**config.mk**
```make
export PLATFORM = sky130hd
export DESIGN_NAME = byte_stream_fingerprint_hash_core
export DESIGN_NICKNAME = d
export VERILOG_FILES = /design/src/rtl/core/bsfh_pkg.sv /design/src/rtl/core/byte_stream_fingerprint_hash_core.sv /design/src/rtl/core/bsfh_front.sv /design/src/rtl/core/bsfh_fifo.sv /design/src/rtl/core/bsfh_back.sv
export SDC_FILE = /design/constraint.sdc
export NUM_CORES = 2
export LEC_CHECK = 0
export BUFFER_PORTS_ARGS = -buffer_cell sky130_fd_sc_hd__buf_2
export CELL_PAD_IN_SITES_DETAIL_PLACEMENT = 1
export CELL_PAD_IN_SITES_GLOBAL_PLACEMENT = 2
export CORE_UTILIZATION = 46
export DETAILED_ROUTE_END_ITERATION = 7
export HOLD_SLACK_MARGIN = 0.1
export PLACE_DENSITY = 0.94
export SYNTH_ARGS = -nofsm -noshare
export SYNTH_HDL_FRONTEND = slang
export SYNTH_HIERARCHICAL = 1
export SYNTH_SLANG_ARGS = --single-unit
```
**constraint.sdc**
```tcl
create_clock -name clk -period 7.4 [get_ports clk]
set_input_delay 0.37 -clock clk [delete_from_list [all_inputs] [get_ports clk]]
set_output_delay 0.37 -clock clk [all_outputs]
set_load 0.01 [all_outputs]
```
**src/rtl/core/bsfh_pkg.sv**
```systemverilog
// Shared types, constants and the mix round function of the fingerprint hash core.
// Used by every module of the core; depends on nothing.
package bsfh_pkg;

    typedef logic [31:0] word_t;
    // Index 0 is word a, 1 is word b, 2 is word c.
    typedef logic [2:0][31:0] lane_t;

    localparam word_t GOLDEN_WORD   = 32'h9e37_79b9;
    localparam word_t DEFAULT_SEED  = 32'hfd12_deff;
    localparam word_t SECOND_SEED   = 32'h0000_7a63;
    localparam logic [63:0] SMALL_FIX = 64'h130f_9bef_94a0_a928;

    localparam int FIFO_DEPTH = 4;
    localparam logic [3:0] MIX_LAST_ROW = 4'd8;
    localparam logic [3:0] BLOCK_LAST_POS = 4'd11;

    typedef enum logic [1:0] {
        CFG_SEED = 2'd0,
        CFG_WIDE = 2'd1,
        CFG_SIGN = 2'd2
    } cfg_index_t;

    // One unit of work handed from the byte gatherer to the mixer.
    typedef struct packed {
        lane_t       blk_sum;   // bytes of the block, already shifted into place
        logic [31:0] length;    // message length up to and including this block
        logic        mix_block; // the block is full and gets its own mix
        logic        finish;    // the message ends with this transaction
    } job_t;

    // One row of the three-word mix; nine rows make one full mix.
    function automatic lane_t mix_row(lane_t w, logic [3:0] row);
        lane_t r;
        r = w;
        case (row)
            4'd0: r[0] = (w[0] - w[1] - w[2]) ^ (w[2] >> 13);
            4'd1: r[1] = (w[1] - w[2] - w[0]) ^ (w[0] << 8);
            4'd2: r[2] = (w[2] - w[0] - w[1]) ^ (w[1] >> 13);
            4'd3: r[0] = (w[0] - w[1] - w[2]) ^ (w[2] >> 12);
            4'd4: r[1] = (w[1] - w[2] - w[0]) ^ (w[0] << 16);
            4'd5: r[2] = (w[2] - w[0] - w[1]) ^ (w[1] >> 5);
            4'd6: r[0] = (w[0] - w[1] - w[2]) ^ (w[2] >> 3);
            4'd7: r[1] = (w[1] - w[2] - w[0]) ^ (w[0] << 10);
            4'd8: r[2] = (w[2] - w[0] - w[1]) ^ (w[1] >> 15);
            default: r = w;
        endcase
        return r;
    endfunction

endpackage

```
**src/rtl/core/byte_stream_fingerprint_hash_core.sv**
```systemverilog
// Top level of the byte stream fingerprint hash core: configuration registers,
// byte gatherer, job queue and mixer. Depends on bsfh_pkg and the three submodules.
//
// Usage:
//   Input queue: drive data_byte, has_byte and end_of_message with push; a byte is
//   taken at each clock edge where push is high and full is low. An item with
//   has_byte and end_of_message both low is dropped. end_of_message closes the
//   message, with or without a byte of its own.
//   Result queue: hash_value is valid while empty is low and is taken with pop.
//   Configuration: cfg_valid/cfg_ready write seed (index 0), wide mode (1) and
//   byte sign extension (2); cfg_ready is always high. Write only while idle.
// Timing:
//   Bytes are taken one per cycle while full is low. Each filled 12-byte block
//   costs the mixer one add step and nine mix rows, two lanes side by side, so
//   long messages stream at one byte per cycle while results are popped. The
//   end of a message costs the mixer the add, the mix and an emit step; when
//   the last byte closes a block, a length step and a second mix come between.
//   The four-entry job queue decouples the two sides.
// Reset clears all message state and restores the register defaults. When the
// result is not popped, the mixer holds in its emit step and full rises once
// the job queue fills.
module byte_stream_fingerprint_hash_core #(
    parameter int FIFO_DEPTH = bsfh_pkg::FIFO_DEPTH
) (
    input  logic        clk,
    input  logic        rst_n,
    input  logic        push,
    output logic        full,
    input  logic [7:0]  data_byte,
    input  logic        has_byte,
    input  logic        end_of_message,
    output logic        empty,
    input  logic        pop,
    output logic [63:0] hash_value,
    input  logic        cfg_valid,
    output logic        cfg_ready,
    input  logic [1:0]  cfg_index,
    input  logic [31:0] cfg_data
);

    bsfh_pkg::word_t seed_reg;
    logic            wide_reg;
    logic            sign_reg;

    logic            in_fire;
    logic            fe_job_valid;
    bsfh_pkg::job_t  fe_job;
    logic            q_not_empty;
    bsfh_pkg::job_t  q_job;
    logic            be_job_pop;

    assign cfg_ready = 1'b1;
    assign in_fire   = push && !full;

    always_ff @(posedge clk or negedge rst_n)
    begin
        if (!rst_n)
        begin
            seed_reg <= bsfh_pkg::DEFAULT_SEED;
            wide_reg <= 1'b0;
            sign_reg <= 1'b1;
        end
        else if (cfg_valid && cfg_ready)
        begin
            unique case (cfg_index)
                bsfh_pkg::CFG_SEED: seed_reg <= cfg_data;
                bsfh_pkg::CFG_WIDE: wide_reg <= cfg_data[0];
                bsfh_pkg::CFG_SIGN: sign_reg <= cfg_data[0];
                default:            ;
            endcase
        end
    end

    bsfh_front u_front (
        .clk            (clk),
        .rst_n          (rst_n),
        .in_fire        (in_fire),
        .data_byte      (data_byte),
        .has_byte       (has_byte),
        .end_of_message (end_of_message),
        .sign_extend    (sign_reg),
        .job_valid      (fe_job_valid),
        .job            (fe_job)
    );

    bsfh_fifo #(
        .DEPTH (FIFO_DEPTH)
    ) u_fifo (
        .clk       (clk),
        .rst_n     (rst_n),
        .push      (fe_job_valid),
        .job_in    (fe_job),
        .pop       (be_job_pop),
        .job_out   (q_job),
        .not_empty (q_not_empty),
        .full      (full)
    );

    bsfh_back u_back (
        .clk        (clk),
        .rst_n      (rst_n),
        .job_valid  (q_not_empty),
        .job        (q_job),
        .job_pop    (be_job_pop),
        .seed       (seed_reg),
        .wide       (wide_reg),
        .pop        (pop),
        .empty      (empty),
        .hash_value (hash_value)
    );

endmodule

```
**src/rtl/core/bsfh_front.sv**
```systemverilog
// Byte gatherer: widens each byte, sums it into the current 12-byte block and
// hands a job to the mixer when a block fills or a message ends. Uses bsfh_pkg.
module bsfh_front (
    input  logic                clk,
    input  logic                rst_n,
    input  logic                in_fire,
    input  logic [7:0]          data_byte,
    input  logic                has_byte,
    input  logic                end_of_message,
    input  logic                sign_extend,
    output logic                job_valid,
    output bsfh_pkg::job_t      job
);

    bsfh_pkg::lane_t sum_reg;
    bsfh_pkg::lane_t sum_next;
    logic [3:0]      pos_reg;
    logic [31:0]     len_reg;
    logic [31:0]     len_next;
    bsfh_pkg::word_t widened;
    bsfh_pkg::word_t addend;
    logic            closes;

    always_comb
    begin
        widened  = {{24{sign_extend & data_byte[7]}}, data_byte};
        addend   = widened << {pos_reg[1:0], 3'b000};
        sum_next = sum_reg;
        if (has_byte)
        begin
            sum_next[pos_reg[3:2]] = sum_reg[pos_reg[3:2]] + addend;
        end
        len_next  = len_reg + {31'b0, has_byte};
        closes    = has_byte && (pos_reg == bsfh_pkg::BLOCK_LAST_POS);
        job_valid = in_fire && (closes || end_of_message);
        job.blk_sum   = sum_next;
        job.length    = len_next;
        job.mix_block = closes;
        job.finish    = end_of_message;
    end

    always_ff @(posedge clk or negedge rst_n)
    begin
        if (!rst_n)
        begin
            sum_reg <= '0;
            pos_reg <= '0;
            len_reg <= '0;
        end
        else if (in_fire)
        begin
            if (job_valid)
            begin
                sum_reg <= '0;
                pos_reg <= '0;
                // A full block mid-message keeps the running length.
                len_reg <= end_of_message ? 32'b0 : len_next;
            end
            else if (has_byte)
            begin
                sum_reg <= sum_next;
                pos_reg <= pos_reg + 4'd1;
                len_reg <= len_next;
            end
        end
    end

endmodule

```
**src/rtl/core/bsfh_fifo.sv**
```systemverilog
// Short job queue between the byte gatherer and the mixer.
// Uses the job type from bsfh_pkg.
module bsfh_fifo #(
    parameter int DEPTH = bsfh_pkg::FIFO_DEPTH
) (
    input  logic           clk,
    input  logic           rst_n,
    input  logic           push,
    input  bsfh_pkg::job_t job_in,
    input  logic           pop,
    output bsfh_pkg::job_t job_out,
    output logic           not_empty,
    output logic           full
);

    localparam int PTR_W = $clog2(DEPTH);
    localparam int CNT_W = $clog2(DEPTH + 1);
    localparam logic [PTR_W-1:0] LAST_PTR = PTR_W'(DEPTH - 1);
    localparam logic [CNT_W-1:0] FULL_CNT = CNT_W'(DEPTH);

    bsfh_pkg::job_t   slot_reg [DEPTH];
    logic [PTR_W-1:0] wr_ptr_reg;
    logic [PTR_W-1:0] rd_ptr_reg;
    logic [CNT_W-1:0] count_reg;

    assign not_empty = (count_reg != '0);
    assign full      = (count_reg == FULL_CNT);
    assign job_out   = slot_reg[rd_ptr_reg];

    always_ff @(posedge clk)
    begin
        if (push)
        begin
            slot_reg[wr_ptr_reg] <= job_in;
        end
    end

    always_ff @(posedge clk or negedge rst_n)
    begin
        if (!rst_n)
        begin
            wr_ptr_reg <= '0;
            rd_ptr_reg <= '0;
            count_reg  <= '0;
        end
        else
        begin
            if (push)
            begin
                wr_ptr_reg <= (wr_ptr_reg == LAST_PTR) ? '0 : wr_ptr_reg + 1'b1;
            end
            if (pop)
            begin
                rd_ptr_reg <= (rd_ptr_reg == LAST_PTR) ? '0 : rd_ptr_reg + 1'b1;
            end
            if (push && !pop)
            begin
                count_reg <= count_reg + 1'b1;
            end
            else if (pop && !push)
            begin
                count_reg <= count_reg - 1'b1;
            end
        end
    end

endmodule

```
**src/rtl/core/bsfh_back.sv**
```systemverilog
// Mixer: adds each block into both hash lanes, runs the mix one row per cycle,
// finishes messages and holds the result register. Uses bsfh_pkg.
module bsfh_back (
    input  logic            clk,
    input  logic            rst_n,
    input  logic            job_valid,
    input  bsfh_pkg::job_t  job,
    output logic            job_pop,
    input  bsfh_pkg::word_t seed,
    input  logic            wide,
    input  logic            pop,
    output logic            empty,
    output logic [63:0]     hash_value
);

    typedef enum logic [1:0] {
        S_IDLE,
        S_MIX,
        S_LEN,
        S_EMIT
    } state_t;

    state_t          state_reg;
    bsfh_pkg::lane_t lane1_reg;
    bsfh_pkg::lane_t lane2_reg;
    logic            fresh_reg;
    logic [3:0]      row_reg;
    logic [31:0]     len_reg;
    logic            fin_reg;
    logic            blk_reg;
    logic            out_valid_reg;
    logic [63:0]     hash_reg;

    bsfh_pkg::lane_t base1;
    bsfh_pkg::lane_t base2;
    bsfh_pkg::lane_t add1;
    bsfh_pkg::lane_t add2;
    bsfh_pkg::word_t len_add;
    logic [63:0]     result;
    logic            out_free;

    assign job_pop    = (state_reg == S_IDLE) && job_valid;
    assign out_free   = !out_valid_reg || pop;
    assign empty      = !out_valid_reg;
    assign hash_value = hash_reg;

    always_comb
    begin
        // Lanes start over from the seeds at the first block of a message.
        base1   = fresh_reg ? {seed, bsfh_pkg::GOLDEN_WORD, bsfh_pkg::GOLDEN_WORD}
                            : lane1_reg;
        base2   = fresh_reg ? {bsfh_pkg::SECOND_SEED, bsfh_pkg::GOLDEN_WORD,
                               bsfh_pkg::GOLDEN_WORD}
                            : lane2_reg;
        // A partial last block takes the length in the same step.
        len_add = (job.finish && !job.mix_block) ? job.length : 32'b0;
        for (int i = 0; i < 3; i++)
        begin
            add1[i] = base1[i] + job.blk_sum[i];
            add2[i] = base2[i] + job.blk_sum[i];
        end
        add1[2] = add1[2] + len_add;
        add2[2] = add2[2] + len_add;

        if (wide)
        begin
            result = {lane1_reg[2], lane2_reg[2]};
            if ((lane1_reg[2] == 32'b0) && (lane2_reg[2][31:1] == 31'b0))
            begin
                result = result ^ bsfh_pkg::SMALL_FIX;
            end
        end
        else
        begin
            result = {32'b0, lane1_reg[2]};
        end
    end

    always_ff @(posedge clk or negedge rst_n)
    begin
        if (!rst_n)
        begin
            state_reg     <= S_IDLE;
            lane1_reg     <= '0;
            lane2_reg     <= '0;
            fresh_reg     <= 1'b1;
            row_reg       <= '0;
            len_reg       <= '0;
            fin_reg       <= 1'b0;
            blk_reg       <= 1'b0;
            out_valid_reg <= 1'b0;
            hash_reg      <= '0;
        end
        else
        begin
            if ((state_reg == S_EMIT) && out_free)
            begin
                out_valid_reg <= 1'b1;
                hash_reg      <= result;
            end
            else if (pop)
            begin
                out_valid_reg <= 1'b0;
            end

            unique case (state_reg)
                S_IDLE:
                begin
                    if (job_valid)
                    begin
                        lane1_reg <= add1;
                        lane2_reg <= add2;
                        fresh_reg <= 1'b0;
                        row_reg   <= '0;
                        len_reg   <= job.length;
                        fin_reg   <= job.finish;
                        blk_reg   <= job.mix_block;
                        state_reg <= S_MIX;
                    end
                end
                S_MIX:
                begin
                    lane1_reg <= bsfh_pkg::mix_row(lane1_reg, row_reg);
                    lane2_reg <= bsfh_pkg::mix_row(lane2_reg, row_reg);
                    row_reg   <= row_reg + 4'd1;
                    if (row_reg == bsfh_pkg::MIX_LAST_ROW)
                    begin
                        if (fin_reg && blk_reg)
                        begin
                            state_reg <= S_LEN;
                        end
                        else if (fin_reg)
                        begin
                            state_reg <= S_EMIT;
                        end
                        else
                        begin
                            state_reg <= S_IDLE;
                        end
                    end
                end
                S_LEN:
                begin
                    // The message ended on a full block: length, then the final mix.
                    lane1_reg[2] <= lane1_reg[2] + len_reg;
                    lane2_reg[2] <= lane2_reg[2] + len_reg;
                    blk_reg      <= 1'b0;
                    row_reg      <= '0;
                    state_reg    <= S_MIX;
                end
                S_EMIT:
                begin
                    if (out_free)
                    begin
                        fresh_reg <= 1'b1;
                        state_reg <= S_IDLE;
                    end
                end
                default:
                begin
                    state_reg <= S_IDLE;
                end
            endcase
        end
    end

endmodule

```
# == Word-level counts from Yosys, hierarchy flattened ==
# Memory sizes are Yosys's and may differ from the RTL's.
# Cells that the tools add are included.
# classes
n_addsub,30
eq_ne,23
order_cmp,2
n_reduce_logical,43
mux,51
shifts,1
bitwise_logic,20
# ops
op,count
case mux 32 bit (3 select lines),8
two-way mux 96 bit,7
subtractor 32 bit,12
adder 32 bit,11
case mux 64 bit (2 select lines),2
two-way mux 32 bit,6
XOR 32 bit,6
XOR 32 x 19 -> 32 bit,4
bitwise mux 96 bit,1
binary-select mux 32 bit (select 2 bit),1
demux 32 bit (select 2 bit),1
two-way mux 64 bit,1
XOR 32 x 17 -> 32 bit,2
XOR 32 x 20 -> 32 bit,2
XOR 32 x 27 -> 32 bit,2
XOR 32 x 29 -> 32 bit,2
two-way mux 61 bit,1
adder 32 x 1 -> 32 bit,1
zero test 32 bit,1
<< shifter 32 x 5 -> 32 bit,1
zero test 31 bit,1
NOT 30 bit,1
"equality test 4 x 3 -> 1 bit, second input constant",4
AND reduction 3 bit,5
other kinds (31),87
# word_totals
ram_bits,520
reg_bits,471
output_inout_bits,67
input_bits,49
wordCells,196
memories,1
# memory_table
name,words,word_bits,read_ports,rd_clocked_by_memory_dff,write_ports,line_no,text
u_fifo.slot_reg,4,130,1,0,1,bsfh_fifo.sv:21,bsfh_pkg::job_t slot_reg [DEPTH];

# == Longest topological paths before layout ==
# depth
word_depth,8
ltp_mapped,22
depth_no_buf,19

# == By module ==
# The synthesis kept the hierarchy.
# modules_own_cells
module,instances,seq_area_each_um2,cells_each,area_each_um2
bsfh_back,1,7458.4,5856,47337.9
bsfh_fifo,1,15790.1,717,19165.9
bsfh_front,1,3303.2,1249,9609.2
byte_stream_fingerprint_hash_core,1,880.8,77,1348.8

# == Least setup slack after synthesis ==
# OpenSTA, ideal clock, no wires.
# synth_timing
kind,register to register
from,register u_fifo.rd_ptr_reg[0]
to,register u_back/lane1_reg[93] (netlist name)
arrival_time_ps,4728
setup_slack_ps,2546
synth_period_minus_slack_ps,4854
path_buffers,3
required_time_ps,7274
setup_ps,126
path_stages_with_launch,23
path_cell_list,dfrtp_1 -> buf_6 -> buf_2 -> mux4_2 -> nor2b_1 -> clkbuf_1 -> nand2_1 -> fa_1 -> inv_1 -> ha_1 -> inv_1 -> fa_1 -> nor2b_1 -> o21a_1 -> o21ai_1 -> a21oi_1 -> o21ai_1 -> o31a_1 -> o211ai_1 -> a31oi_1 -> o21ai_0 -> xor2_1 -> a221o_1
# synth_rtl
item,line_no,text
"start, declared",bsfh_fifo.sv:23,logic [PTR_W-1:0] rd_ptr_reg;
"start signal, assigned",bsfh_fifo.sv:54,rd_ptr_reg <= (rd_ptr_reg == LAST_PTR) ? '0 : rd_ptr_reg + 1'b1;
"end signal, assigned",bsfh_back.sv:123,"lane1_reg <= bsfh_pkg::mix_row(lane1_reg, row_reg);"
"end, declared",bsfh_back.sv:24,bsfh_pkg::lane_t lane1_reg;

==> impl_metrics.tcl <==
set metrics [dict create \
    status "finished, violations left" \
    violations "capacitance limit, slew limit" \
    multiInputGateArea_sq_mm 0.04713 \
    num-fill-cells 18610 \
    rsz0062_at_grt "false" \
    syn_nets 8698 \
    grt_max_degree 142 \
    yosys_warnings 6 \
    nets 8714 \
    fin_setup_tns_ns 0 \
    drt-initial-drc-count 7960 \
    rows 150 \
    first_pass_iters 8 \
    cts_htree_levels 3 \
    maxSlewViolCount 11 \
    boundaryPins 116 \
    cp_max_fo 19 \
    hold_path.class "in -> reg" \
    yosysTopAreaCell "edfxtp_1" \
    avgSynthCellArea_sq_um 9.807 \
    drive_gt1_share_pct 10.63 \
    clock-sinks 991 \
    max_freq_ghz 0.1591 \
    cp_top_family "compound AO/OA/AOI/OAI gates" \
    yosys-top-cells-count "nand2_1 (785), o21ai_0 (579), xnor2_1 (521), edfxtp_1 (520), a21oi_1 (502)" \
    die_h_um 412.4 \
    placedCellCount 9964 \
    finalCritPeriodShare_pct 84.95 \
    yosysTopAreaCellShare_pct 20.16 \
    maxSlewHeadroom_pct -1.713 \
    dpl.hpwl_um 264000 \
    antenna_found_initial 17 \
    clk_latency_ns 0.79 \
    grt_pass1_vias 69800 \
    core_sq_mm 0.1672 \
    pre_cts_ws_ns 1.444 \
    setup.worst_path.end_class "flip-flop" \
    synthCells 7899 \
    cpPeakStageDelay_ns 0.69 \
    cts_tree "done" \
    largest_reg_flops 520 \
    hold_viol_final 0 \
    route.vias.total 69490 \
    arrival_ns 6.95 \
    cp.required_ns 8.06 \
    avgRoutedWirePerCell_um 34.42 \
    fin_cells 10230 \
    die_area_sq_mm 0.1700 \
    cp-start-kind "flip-flop" \
    ys_seq_elements 991 \
    ys.flop_type "edfxtp_1" \
    fin_hold_ws_ns 0.1480 \
    layout_setup_ws_ns 1.113 \
    yosysSeqAreaShare_pct 35.41 \
    min_period_ns 6.287 \
    syn2layout_area_growth_pct 9.480 \
    io_buffers 114 \
    avgViaCountPerCell 6.790 \
    routed_wl_um 352200 \
    cp_cell_sequence "mux4_2 > nor2b_2 > nand2_1 > fa_1 > inv_1 > ha_1 > inv_1 > fa_1 > nor2b_1 > o31ai_1 > a211oi_1 > o21ai_0 > a21oi_1 > a31oi_1 > a21oi_1 > a21boi_0 > xor2_1 > a221oi_1" \
    cts_resized 0 \
    worst_slew_pin_slew_ns 1.510 \
    cts_made_buffers 110 \
    drc 0 \
    crit_type "reg -> reg" \
    seqCellArea_sq_mm 0.02745 \
    die_w_um 412.4 \
    clk_path_buf_depth 3 \
    cpMaxStageDelayCell "dfrtp_4" \
    netlist_area_sq_mm 0.07746 \
    synth_edf_count 520 \
    grt_pass1_wl_um 500200 \
    ys_async_sr_fraction_pct 47.53 \
    track_usage_pct 40.84 \
    drv_cap 2 \
    critPathBufInv 2 \
    finalClockSkew_ns 0.05572 \
    ant_nets 0 \
    synthMostInstantiatedCell "nand2_1" \
    finalSetupViolCount 0 \
    synth_area_leaders "edfxtp_1 (20%), dfrtp_1 (14%), ha_1 (7.9%), fa_1 (6.7%), xnor2_1 (5.9%)" \
    gp_congestion 1.072 \
    cts.clk_slew.worst_paths_ns 0.07 \
    root_buffer "clkbuf_16" \
    yosysUniqueCellTypes 116 \
    gr-total-overflow 0 \
    start_util_pct 46.32 \
]
==> final timing paths <==
check	slack [ns]	endpoint	cells after the start	startpoint
worst max-delay path	1.11	u_back/lane2_reg[93]$_DFFE_PN0P_	18	u_fifo/rd_ptr_reg[0]$_DFFE_PN0P_
worst min-delay path	0.15	seed_reg[23]$_DFFE_PN0P_	3	cfg_index[1]
worst max register to register	1.11	u_back/lane2_reg[93]$_DFFE_PN0P_	18	u_fifo/rd_ptr_reg[0]$_DFFE_PN0P_
worst min register to register	0.48	u_back/hash_value[8]$_DFFE_PN0P_	2	u_back/hash_value[8]$_DFFE_PN0P_
max in group asynchronous	5.23	seed_reg[24]$_DFFE_PN1P_	4	rst_n
min in group asynchronous	0.23	u_back/lane2_reg[18]$_DFFE_PN0P_	2	rst_n
==> metal layers <==
layer	routed length [um]	track usage, %	vias to the layer above
li1	-	-	28950
met1	132200	50.96	35330
met2	148800	59.56	3978
met3	36100	10.37	1211
met4	34970	33.69	14
met5	101	0	-
==> placed cells by master (no fill, tap or decap), types with 113 or more instances in the layout <==
cell type  instances
ha_1             489
mux4_2           130
nor2_1           408
dfrtp_1          442
nand2_1          779
o22ai_1          135
inv_1            366
a21oi_1          501
xnor2_1          521
buf_4            143
xor2_1           184
o21ai_1          170
fa_1             258
a21o_1           243
o21ai_0          565
edfxtp_1         520
buf_2            113
==> logic make-up after synthesis <==
family	share of synthesized area, %
muxes	5.989
buffers and inverters	3.970
DFF	35.41
AOI/OAI and AO/OA	20.39
xor gates and xnor gates	8.117
and+or+nand+nor	11.50
adders and majority gates	14.61
other	0.004841
==> layout make-up <==
type | count | area share (%)
Timing Repair Buffer | 309 | 2.670
Sequential cell | 991 | 32.36
Multi-Input combinational cell | 6133 | 55.57
Clock inverter | 69 | 0.9546
Clock buffer | 140 | 3.497
Inverter | 370 | 1.638
Tap cell | 2204 | 3.252
Antenna cell | 17 | 0.05016
==> repair_timing <==
| item | in CTS | in global routing |
|---|---|---|
| endpoints found under the hold margin | 98 | 0 |
| setup buffers | 0 | 0 |
| hold buffers | 43 | 0 |
| endpoints found under the setup margin | 0 | 0 |
==> worst min-delay path: stages <==
cell and delay, ns:
buf_2 0.13, nor3b_4 0.12, mux2_2 0.26
==> per-stage QoR <==
stage,area [sq um],utilization [%]
floorplan,77460,-
global placement,80560,48.17
detailed placement,80560,48.17
CTS,84760,50.69
global route,84760,50.69
finish,84810,50.71
Power is not shown: default switching activity piles up to over one toggle a cycle in this logic, so the estimate is an artifact.
